File: src/sv/btss_pkg.sv
package btss_pkg;

  localparam int IN_DATA_W  = 48;
  localparam int OUT_DATA_W = 48;
  localparam int CFG_IDX_W  = 3;
  localparam int CFG_DATA_W = 16;

  // register map of the configuration port
  localparam logic [CFG_IDX_W-1:0] CFG_SECTORS = 3'd0;
  localparam logic [CFG_IDX_W-1:0] CFG_HEADS   = 3'd1;
  localparam logic [CFG_IDX_W-1:0] CFG_BASE    = 3'd2;
  localparam logic [CFG_IDX_W-1:0] CFG_UNIT1   = 3'd3;
  localparam logic [CFG_IDX_W-1:0] CFG_UNIT2   = 3'd4;

  localparam logic [1:0]  UNIT_ONE    = 2'd1;
  localparam logic [1:0]  UNIT_TWO    = 2'd2;
  localparam logic [6:0]  MAX_BURST   = 7'd64;
  localparam logic [15:0] BLOCK_BYTES = 16'd512;
  localparam logic [4:0]  MAX_HEADS   = 5'd16;
  localparam int          DIV_STEPS   = 16;

  typedef struct packed {
    logic load;      // take the request word
    logic div_step;  // one quotient bit
    logic offs;      // add track offsets, seed sector
    logic advance;   // output word taken, move to next block
  } btss_cmd_t;

  typedef struct packed {
    logic count_zero;  // request on the input carries no blocks
    logic div_last;    // final quotient bit this cycle
    logic last;        // current word is the last of the request
  } btss_sts_t;

endpackage

File: src/sv/btss_ctrl.sv
module btss_ctrl (
  input  logic               clk,
  input  logic               rst_n,
  input  logic               in_tvalid,
  output logic               in_tready,
  output logic               out_tvalid,
  input  logic               out_tready,
  input  btss_pkg::btss_sts_t sts,
  output btss_pkg::btss_cmd_t cmd
);

  typedef enum logic [3:0] {
    S_IDLE = 4'b0001,
    S_DIV  = 4'b0010,
    S_OFFS = 4'b0100,
    S_EMIT = 4'b1000
  } state_t;

  state_t state_r;
  state_t state_nxt;

  assign in_tready  = (state_r == S_IDLE);
  assign out_tvalid = (state_r == S_EMIT);

  always_comb begin
    state_nxt    = state_r;
    cmd.load     = 1'b0;
    cmd.div_step = 1'b0;
    cmd.offs     = 1'b0;
    cmd.advance  = 1'b0;
    case (state_r)
      S_IDLE: begin
        if (in_tvalid) begin
          cmd.load = 1'b1;
          // drop an empty request right here
          if (!sts.count_zero) begin
            state_nxt = S_DIV;
          end
        end
      end
      S_DIV: begin
        cmd.div_step = 1'b1;
        if (sts.div_last) begin
          state_nxt = S_OFFS;
        end
      end
      S_OFFS: begin
        cmd.offs  = 1'b1;
        state_nxt = S_EMIT;
      end
      S_EMIT: begin
        if (out_tready) begin
          cmd.advance = 1'b1;
          if (sts.last) begin
            state_nxt = S_IDLE;
          end
        end
      end
      default: begin
        state_nxt = S_IDLE;
      end
    endcase
  end

  always_ff @(posedge clk) begin
    if (!rst_n) begin
      state_r <= S_IDLE;
    end else begin
      state_r <= state_nxt;
    end
  end

endmodule

File: src/sv/btss_dp.sv
module btss_dp (
  input  logic                                clk,
  input  logic                                rst_n,
  input  btss_pkg::btss_cmd_t                 cmd,
  output btss_pkg::btss_sts_t                 sts,
  input  logic                                cfg_we,
  input  logic [btss_pkg::CFG_IDX_W-1:0]      cfg_index,
  input  logic [btss_pkg::CFG_DATA_W-1:0]     cfg_data,
  input  logic [btss_pkg::IN_DATA_W-1:0]      in_tdata,
  input  logic                                in_tuser,
  output logic [btss_pkg::OUT_DATA_W-1:0]     out_tdata,
  output logic                                out_tuser,
  output logic                                out_tlast
);

  // configuration registers
  logic [7:0]  spt_r;
  logic [4:0]  heads_r;
  logic [15:0] base_r;
  logic [15:0] unit1_r;
  logic [15:0] unit2_r;

  // request and divider registers
  logic [11:0] span_r;
  logic [15:0] off_r;
  logic [15:0] quo_r;
  logic [11:0] rem_r;
  logic [3:0]  cnt_r;
  logic [15:0] track_r;
  logic [11:0] sector_r;
  logic [15:0] addr_r;
  logic [6:0]  left_r;
  logic        dir_r;

  logic [15:0] req_block;
  logic [1:0]  req_unit;
  logic [6:0]  req_count;
  logic [15:0] req_addr;

  logic [7:0]  spt_eff;
  logic [4:0]  heads_eff;
  logic [12:0] span_prod;
  logic [15:0] unit_off;
  logic [12:0] rem_sh;
  logic        rem_ge;
  logic [12:0] rem_sub;
  logic [11:0] rem_nxt;
  logic [11:0] sector_inc;
  logic        sector_wrap;

  assign req_block = in_tdata[15:0];
  assign req_unit  = in_tdata[17:16];
  assign req_count = in_tdata[24:18];
  assign req_addr  = in_tdata[40:25];

  // zero counts as one, heads clamp at sixteen: span stays within 12 bits
  assign spt_eff   = (spt_r == 8'd0) ? 8'd1 : spt_r;
  assign heads_eff = (heads_r == 5'd0) ? 5'd1 :
                     (heads_r > btss_pkg::MAX_HEADS) ? btss_pkg::MAX_HEADS : heads_r;
  assign span_prod = {5'd0, spt_eff} * {8'd0, heads_eff};

  always_comb begin
    case (req_unit)
      btss_pkg::UNIT_ONE: unit_off = unit1_r;
      btss_pkg::UNIT_TWO: unit_off = unit2_r;
      default:            unit_off = 16'd0;
    endcase
  end

  // restoring division, one quotient bit per cycle
  assign rem_sh  = {rem_r, quo_r[15]};
  assign rem_ge  = (rem_sh >= {1'b0, span_r});
  assign rem_sub = rem_sh - {1'b0, span_r};
  assign rem_nxt = rem_ge ? rem_sub[11:0] : rem_sh[11:0];

  assign sector_inc  = sector_r + 12'd1;
  assign sector_wrap = (sector_inc == span_r);

  assign sts.count_zero = (req_count == 7'd0);
  assign sts.div_last   = (cnt_r == 4'(btss_pkg::DIV_STEPS - 1));
  assign sts.last       = (left_r == 7'd1);

  assign out_tdata = {4'd0, addr_r, sector_r, track_r};
  assign out_tuser = dir_r;
  assign out_tlast = (left_r == 7'd1);

  always_ff @(posedge clk) begin
    if (!rst_n) begin
      spt_r   <= 8'd17;
      heads_r <= 5'd4;
      base_r  <= 16'd0;
      unit1_r <= 16'd0;
      unit2_r <= 16'd0;
    end else if (cfg_we) begin
      case (cfg_index)
        btss_pkg::CFG_SECTORS: spt_r   <= cfg_data[7:0];
        btss_pkg::CFG_HEADS:   heads_r <= cfg_data[4:0];
        btss_pkg::CFG_BASE:    base_r  <= cfg_data;
        btss_pkg::CFG_UNIT1:   unit1_r <= cfg_data;
        btss_pkg::CFG_UNIT2:   unit2_r <= cfg_data;
        default: ;
      endcase
    end
  end

  always_ff @(posedge clk) begin
    if (cmd.load) begin
      span_r <= span_prod[11:0];
      off_r  <= base_r + unit_off;
      quo_r  <= req_block;
      rem_r  <= 12'd0;
      cnt_r  <= 4'd0;
      addr_r <= req_addr;
      dir_r  <= in_tuser;
      left_r <= (req_count > btss_pkg::MAX_BURST) ? btss_pkg::MAX_BURST : req_count;
    end
    if (cmd.div_step) begin
      rem_r <= rem_nxt;
      quo_r <= {quo_r[14:0], rem_ge};
      cnt_r <= cnt_r + 4'd1;
    end
    if (cmd.offs) begin
      track_r  <= quo_r + off_r;
      sector_r <= rem_r;
    end
    if (cmd.advance) begin
      left_r <= left_r - 7'd1;
      addr_r <= addr_r + btss_pkg::BLOCK_BYTES;
      if (sector_wrap) begin
        sector_r <= 12'd0;
        track_r  <= track_r + 16'd1;
      end else begin
        sector_r <= sector_inc;
      end
    end
  end

endmodule

File: src/sv/block_to_track_sector_sequencer_core.sv
// Block to track/sector sequencer.
// Input channel (in_*): one transfer request per word; in_tdata carries start
// block, drive unit, block count and buffer address, in_tuser the write flag.
// Output channel (out_*): one drive command per block; out_tdata carries track,
// sector and buffer address, out_tuser the direction, out_tlast marks the last
// command of the request.
// Configuration (cfg_*): write sectors per track, head count and the track
// offsets only while no request is in progress.
// Sequence: a request is taken, then a serial divider splits the 16-bit start
// block by the track span, the offsets are added to the quotient, and out_tvalid
// rises with the first command. Later commands follow one per cycle while
// out_tready is high; the next request is taken the cycle after the last
// command is taken.
// A request with a zero block count is taken and dropped; it yields no commands.
// Counts above 64 are cut to 64.
// When out_tready is low the current command holds on the output.
// Reset: synchronous, active low; loads the default geometry (17 sectors,
// 4 heads, zero offsets) and returns to idle with in_tready high.
module block_to_track_sector_sequencer_core (
  input  logic                            clk,
  input  logic                            rst_n,
  input  logic                            in_tvalid,
  output logic                            in_tready,
  // [15:0] start_block, [17:16] drive_unit, [24:18] block_count,
  // [40:25] start_address, [47:41] zero
  input  logic [btss_pkg::IN_DATA_W-1:0]  in_tdata,
  // [0] write_request
  input  logic                            in_tuser,
  output logic                            out_tvalid,
  input  logic                            out_tready,
  // [15:0] track, [27:16] sector, [43:28] buffer_address, [47:44] zero
  output logic [btss_pkg::OUT_DATA_W-1:0] out_tdata,
  // [0] write_flag
  output logic                            out_tuser,
  output logic                            out_tlast,
  input  logic                            cfg_we,
  input  logic [btss_pkg::CFG_IDX_W-1:0]  cfg_index,
  input  logic [btss_pkg::CFG_DATA_W-1:0] cfg_data
);

  btss_pkg::btss_cmd_t cmd;
  btss_pkg::btss_sts_t sts;

  btss_ctrl u_ctrl (
    .clk        (clk),
    .rst_n      (rst_n),
    .in_tvalid  (in_tvalid),
    .in_tready  (in_tready),
    .out_tvalid (out_tvalid),
    .out_tready (out_tready),
    .sts        (sts),
    .cmd        (cmd)
  );

  btss_dp u_dp (
    .clk       (clk),
    .rst_n     (rst_n),
    .cmd       (cmd),
    .sts       (sts),
    .cfg_we    (cfg_we),
    .cfg_index (cfg_index),
    .cfg_data  (cfg_data),
    .in_tdata  (in_tdata),
    .in_tuser  (in_tuser),
    .out_tdata (out_tdata),
    .out_tuser (out_tuser),
    .out_tlast (out_tlast)
  );

`ifndef SYNTHESIS
  a_one_side: assert property (@(posedge clk) disable iff (!rst_n)
    out_tvalid |-> !in_tready)
    else $error("input ready while a command is pending");

  a_busy_after_accept: assert property (@(posedge clk) disable iff (!rst_n)
    (in_tvalid && in_tready && (in_tdata[24:18] != 7'd0)) |=> !in_tready)
    else $error("nonempty request did not start work");

  a_idle_after_last: assert property (@(posedge clk) disable iff (!rst_n)
    (out_tvalid && out_tready && out_tlast) |=> (in_tready && !out_tvalid))
    else $error("not idle after last command");

  a_burst_continues: assert property (@(posedge clk) disable iff (!rst_n)
    (out_tvalid && out_tready && !out_tlast) |=> out_tvalid)
    else $error("burst stopped before last command");
`endif

endmodule
File: config.mk
export PLATFORM = sky130hd
export DESIGN_NAME = block_to_track_sector_sequencer_core
export DESIGN_NICKNAME = d
export VERILOG_FILES = /design/src/sv/btss_pkg.sv /design/src/sv/btss_ctrl.sv /design/src/sv/btss_dp.sv /design/src/sv/block_to_track_sector_sequencer_core.sv
export SDC_FILE = /design/constraint.sdc
export NUM_CORES = 1
export LEC_CHECK = 0
export ABC_AREA = 1
export BUFFER_PORTS_ARGS = -buffer_cell sky130_fd_sc_hd__buf_2
export CAP_MARGIN = 0
export CORE_MARGIN = 2
export CORE_UTILIZATION = 40
export DETAILED_ROUTE_END_ITERATION = 10
export HOLD_SLACK_MARGIN = 0.1
export RECOVER_POWER = 50
export SETUP_SLACK_MARGIN = 0.3
export SLEW_MARGIN = 0
export SYNTH_ARGS = -nofsm -noshare
export SYNTH_HDL_FRONTEND = slang
export SYNTH_SLANG_ARGS = --single-unit
File: constraint.sdc
create_clock -name clk -period 7.7 [get_ports clk]
set_clock_uncertainty 0.1 [all_clocks]
set_input_delay 0 -clock clk [delete_from_list [all_inputs] [get_ports clk]]
set_output_delay 0 -clock clk [all_outputs]
set_load 0.01 [all_outputs]
==> impl_results.md, run 1 <==
- Status: complete, but fails checks
- Failing checks: capacitance limit, slew limit
- EDFF count, synth: 96
- Die H: 173 um
- Slowest stage delay, CP: 550 ps
- Main synth FF type: edfxtp_1
- Core area: ~28000 um2
- Io pins: 125
- Non-filler cells, final: 2067
- MaxCap Viol Count: 3
- Most common cell after layout, fill and taps aside: nand2_1
- Slew Viols, Final: 109
- CP Class: reg -> reg
- CP max stage cell: fa_1
- Nets: 1839
- Initial Utilization: 40.9%
- RSZ-0062 raised after global routing: no
- Filler cells: about 2800
- Fmax: 236 MHz
- Final setup violation count: 0
- Clock buffer depth: 2
- Setup TNS Final: 0 ps
- Cts bufs inserted: 17
- Largest net degree at the start of global routing: 64
- First-pass GRT wire length: 47600 um
- Initial antenna violation count: 0
- Post-detailed-route wirelength per cell: 13.8 um
- Commonest non-fill, non-tap cells in the layout: nand2_1, inv_1, nor2_1, o21ai_0, nand3_1
- Area contributors post-synth: edfxtp_1, dfxtp_1, nand2_1
- Post-synth ARST share: 0%
- Dpl cells: 1951
- DR vias/cell: 4.96
- CP Max Fanout: 5
- CTS tree: built
- Synth Instances: 1491
- Vias: 10251
- Layout area overhead: 20.1%
- Worst-Skew Late Latency: 440 ps
- Die area: around 30000 um2
- Die X: 173 um
- Antenna Nets Post-Route: 0
- Clock sink count: between 150 and 200
- Residual DRC: 0
- R2R Path End: u_dp.span_r[9]
- P per Cell Area: 243 nW/um2
- Crit. Startpoint: u_dp.spt_r[2]
- Placement Setup Slack: 3490 ps
- Fin. Hold Viols: 0
- Synth Cell Area: between 10000 and 15000 um2
- Worst path required time: 7790 ps
- PortBufs: 113
- Crit path capture: u_dp.span_r[9]
- Yosys cell types: 42
- Core Util, Final: 49.1%
- Post-route clock period utilization: 54.9%
- R2R cell count: 15
- Hold slack: between 100 and 150 ps
- Crit start category: register
- Hpwl dp: 20400 um
- Routability-driven placement congestion ratio: 0.877
- Most frequent CP cell: fa_1
- Critical path capture point type: register
- Gr usage total: 19.0%
- Share of the synthesized area in the top cell type: 25.2%
- Worst slew pin tran: 1800 ps
- Clk slew on worst S/H paths: approximately 80 ps
- Root buffer cell: clkbuf_16
- Critical path cell sequence: inv_1 -> nand4_1 -> nor4_1 -> o21ai_0 -> fa_1 -> fa_1 -> fa_1 -> inv_1 -> ha_1 -> a21oi_1 -> o21ai_0 -> a21oi_1 -> nor2_1 -> nor2_1 -> xnor2_1
- Std cell rows: 61
- Leakage: around 6.3 nW
- CTS H-tree depth: 4
- Hold WC Path Type: in -> reg
- Synth warn: 0
- Share of cells above drive strength 1: 7.58%
- Slew Limit Headroom: -20.3%
- Number of global-route vias before repair: 9821
- Worst IR Drop VDD: 0.000137 V
- Gr ovfl total: 0
- Crit path DAT: approximately 4300 ps
- Syn_area_per_cell: 7.68 um2
- # diodes: 0
- Synthesized flop and latch total: around 180
- Worst path bufs/invs: 2
- Fin worst setup slack: 3470 ps
- R2R setup slack: between 3000 and 4000 ps
- Synth area leader: edfxtp_1
- DRT iter0 DRCs: 669
- Critical R2R Launch: u_dp.spt_r[2]
- First-pass detailed-route iteration total: 5
- Routed WL: roughly 28000 um
- Crit path max-delay family: adder cells
- Sequential fraction of the synthesis area: approximately 40%
- Worst path depth: 15
- Minimum clock period: between 4000 and 5000 ps
cell usage after synthesis (2+ instances only):
| cell type | n |
|---|---|
| nor2_2 | 6 |
| nand3b_1 | 8 |
| xor2_1 | 38 |
| o22ai_1 | 2 |
| edfxtp_1 | 96 |
| clkinv_1 | 2 |
| nand3_2 | 2 |
| o211ai_1 | 3 |
| ha_1 | 70 |
| nand2_2 | 7 |
| buf_2 | 3 |
| nand4_1 | 24 |
| clkbuf_1 | 32 |
| nor2_1 | 165 |
| nor3_1 | 9 |
| nor2_4 | 3 |
| a21oi_1 | 94 |
| nor2_8 | 2 |
| or2_2 | 4 |
| o21bai_1 | 2 |
| dfxtp_1 | 81 |
| nand3_1 | 107 |
| o21ai_0 | 128 |
| a21o_1 | 6 |
| buf_4 | 4 |
| fa_1 | 20 |
| nand2_4 | 2 |
| nor4_1 | 2 |
| inv_1 | 171 |
| xnor2_1 | 26 |
| nand2_1 | 359 |
| inv_2 | 3 |
worst min path at each step:
stage	from	end	depth (start not counted)
global route	in_tuser	u_dp.out_tuser	2
detailed placement	in_tuser	u_dp.out_tuser	1
floorplan	in_tuser	u_dp.out_tuser	0
CTS	rst_n	u_dp.spt_r[0]	2
finish	rst_n	u_dp.spt_r[0]	2
global placement	in_tuser	u_dp.out_tuser	1
where the power goes:
group | switching, mW | internal, mW | total, mW
sequential | 0.124 | 1.22 | 1.35
combinational | 0.671 | 0.396 | 1.07
clock | 0.442 | 0.480 | 0.923
total | 1.24 | 2.10 | 3.34
area by class of cell:
type                    count  area (um2)  share of cell area, %
clock inverters            14         186                   1.36
well taps                 378         473                   3.44
clock buffers              18         439                   3.19
flip-flops and latches    177        4500                   32.8
inverters                 176         661                   4.81
repair buffers            205        1380                   10.1
multi-input cells        1099        6100                   44.4
stage by stage:
step,power [mW],cell area (um2)
6_report,3.34,13700
5_1_grt,3.57,13700
4_1_cts,3.37,13800
3_5_place_dp,2.41,12400
3_3_place_gp,2.40,12400
2_1_floorplan,2.11,11500
registers in the layout (all words and copies together), names as in the netlist:
register        count
u_dp.out_tuser      1
u_dp.cnt_r          4
u_dp.sector_r      12
u_dp.unit2_r       16
u_dp.track_r       16
u_dp.spt_r          8
u_dp.heads_r        5
u_ctrl.state_r      4
u_dp.off_r         16
u_dp.left_r         7
u_dp.span_r        12
u_dp.addr_r        16
u_dp.base_r        16
u_dp.unit1_r       16
u_dp.rem_r         12
u_dp.quo_r         16
timing repair:
item | 4_1_cts | 5_1_grt
hold buffers | 84 | 0
setup endpoints to repair | 0 | 0
buffers inserted | 0 | 0
resized for setup | 0 | 0
endpoints found under the hold margin | 105 | 0
kinds of logic after synthesis:
kind of cell    after synthesis  share of synthesized area [%]
flops                       177                           39.3
xor+xnor                     64                           4.90
other cells                   1                         0.0328
buf+inv                     218                           7.48
compound gates              238                           10.7
simple gates                703                           26.4
fa+ha+maj                    90                           11.1
layer usage:
| layer | share of wire, % | GRT usage [%] |
|---|---|---|
| met5 | 0 | 0 |
| met4 | 1.2 | 4.84 |
| met3 | 4.1 | 2.62 |
| met2 | 45 | 31.2 |
| met1 | 50 | 26.5 |
No activity file was read; power rests on OpenSTA's default activity.
==> run 2: changes to the inputs <==
Clock period 7.7 ns to 3.5 ns, I/O delays scaled along.
==> run 2 against run 1 <==
  * The flow finishes with violations (capacitance limit, slew limit, setup timing)
  * Count of clock-buffer cells in the layout fell by 1
  * Register-to-register slack got worse by 3600 ps
  * Sequential power rose by 120%
  * Flip-flop and latch count did not move
  * Die area did not move
  * Sequential share of layout area fell by 1.2 points
  * Power rose by 120%
  * Global-route usage rose by 0.45 points
  * First-iteration DRC count rose by 3.3%
  * Utilization rose by 2.0 points
  * Largest cell class unchanged
==> impl_results.md, run 2 (synthesis gave the netlist of run 1 again) <==
- Status: complete, but fails checks
- Failing checks: capacitance limit, slew limit, setup timing
- Dpl cells: about 2000
- Crit start category: register
- Std cell rows: 61
- Crit path max-delay family: adder cells
- RSZ-0062 raised after global routing: yes
- Post-route clock period utilization: 103%
- Hold WC Path Type: in -> reg
- Die X: approximately 170 um
- Hold Startpoint: rst_n
- Crit path DAT: approximately 3700 ps
- Non-filler cells, final: around 2100
- Critical path capture point type: register
- Minimum clock period: 3590 ps
- Worst IR Drop VDD: 0.000288 V
- CP Max Fanout: 5
- FF+latch area: 4510 um2
- Leakage: 6.56 nW
- Setup TNS Final: -191 ps
- Fin worst setup slack: -92.8 ps
- Most common cell after layout, fill and taps aside: nand2_1
- Largest net degree at the start of global routing: 64
- Clock buffer depth: 2
- PortBufs: between 100 and 150
- # diodes: 0
- Slew Limit Headroom: -13.9%
- Routability-driven placement congestion ratio: 0.859
- Nets: around 1900
- Share of cells above drive strength 1: about an eighth
- First-pass GRT wire length: 48300 um
- Slowest stage delay, CP: between 500 and 600 ps
- First-pass detailed-route iteration total: 5
- CP max stage cell: fa_1
- CTS tree: built
- Clk slew on worst S/H paths: 80 ps
- Final setup violation count: 4
- Routed WL: 29300 um
- MaxCap Viol Count: 1
- Core area: 28000 um2
- Post-detailed-route wirelength per cell: 13.9 um
- P per Cell Area: 522 nW/um2
- Filler cells: 2697
- Hpwl dp: 21300 um
- Worst path bufs/invs: 2
- Initial antenna violation count: 0
- Fin. Hold Viols: 0
- Initial Utilization: 40.9%
- DR vias/cell: 4.85
- Worst slew pin tran: 1710 ps
- Crit. Startpoint: u_dp.heads_r[0]
- Worst path required time: 3580 ps
- Vias: 10226
- Commonest non-fill, non-tap cells in the layout: nand2_1, inv_1, nor2_1, o21ai_0, nand3_1
- Multi-input gate area: about 6300 um2
- Worst-Skew Late Latency: 440 ps
- Root buffer cell: clkbuf_16
- CP Class: reg -> reg
- Antenna Nets Post-Route: 0
- Gr ovfl total: 0
- Slew Viols, Final: 30
- Design Power: 7.47 mW
- CTS H-tree depth: 4
- Io pins: 125
- Critical R2R Launch: u_dp.heads_r[0]
- Clock sink count: 177
- DRT iter0 DRCs: 691
- Number of global-route vias before repair: 9874
- Die area: roughly 30000 um2
- Critical path cell sequence: nor2_1 -> nand3_1 -> nand2_2 -> nand2_4 -> nor2_4 -> fa_1 -> fa_1 -> inv_1 -> fa_1 -> inv_2 -> ha_4 -> nand2_4 -> o21ai_4 -> a21oi_2 -> nor2_1 -> nor2_1 -> xnor2_1
- Die H: 173 um
- Fmax: about 280 MHz
- Layout area overhead: 25.0%
- Gr usage total: 19.5%
- Cts bufs inserted: 17
- Residual DRC: 0
run 2: changes by cell type in the layout (fill, tap and decap cells not counted), sizes merged:
cell,delta
bufinv,-1
clkinv,-1
buf,+42
dlygate4sd3,+1
inv,+3
clkbuf,-1
run 2: what timing repair did:
action                                  in CTS  in global routing
endpoints found under the setup margin       8                  8
hold endpoints to repair                   105                  0
pin swaps                                   26                  8
resized for setup                           22                  7
setup buffers                                3                  3
hold buffers                                85                  0
run 2: layout make-up:
class | count | area share (%)
sequential | 177 | 31.5
clock buffer | 17 | 2.97
tap | 378 | 3.31
inverter | 176 | 4.64
clock inverter | 15 | 1.61
multi-input combinational | 1099 | 43.9
timing repair buffer | 248 | 12.0
run 2: where the power goes:
group          leakage [nW]  internal (mW)  switching [mW]
Combinational          4.67          0.915            1.50
Clock                 0.315           1.02            1.07
Sequential             1.58           2.69           0.270
run 2: path summary, 6_finish.rpt:
kind                                          to  slack (ps)  depth (start not counted)
worst min register to register  u_dp.unit1_r[14]         350                          2
worst max-delay path              u_dp.span_r[9]         -90                         17
worst min-delay path               u_dp.spt_r[0]         130                          2
worst max register to register    u_dp.span_r[9]         -90                         17
run 2: per-layer routing:
layer  GRT usage (%)  part of all wire [%]  vias up
met4            5.23                   1.5        0
met1            27.3                    50     4624
met3            2.40                   3.5       32
li1                -                     -     5349
met5               0                     0        -
met2            31.8                    45      221
run 2: per-stage QoR:
stage	worst slack (ps)	hold WS, ps	cell area (um2)	utilization, %
after CTS	-72.4	122	14400	51.3
after detailed placement	-179	83.2	12700	45.5
after floorplan	-28.2	-1.13	11600	-
final	-92.8	131	14300	51.1
after global placement	-142	79.7	12700	45.5
after global routing	-284	179	14300	51.1
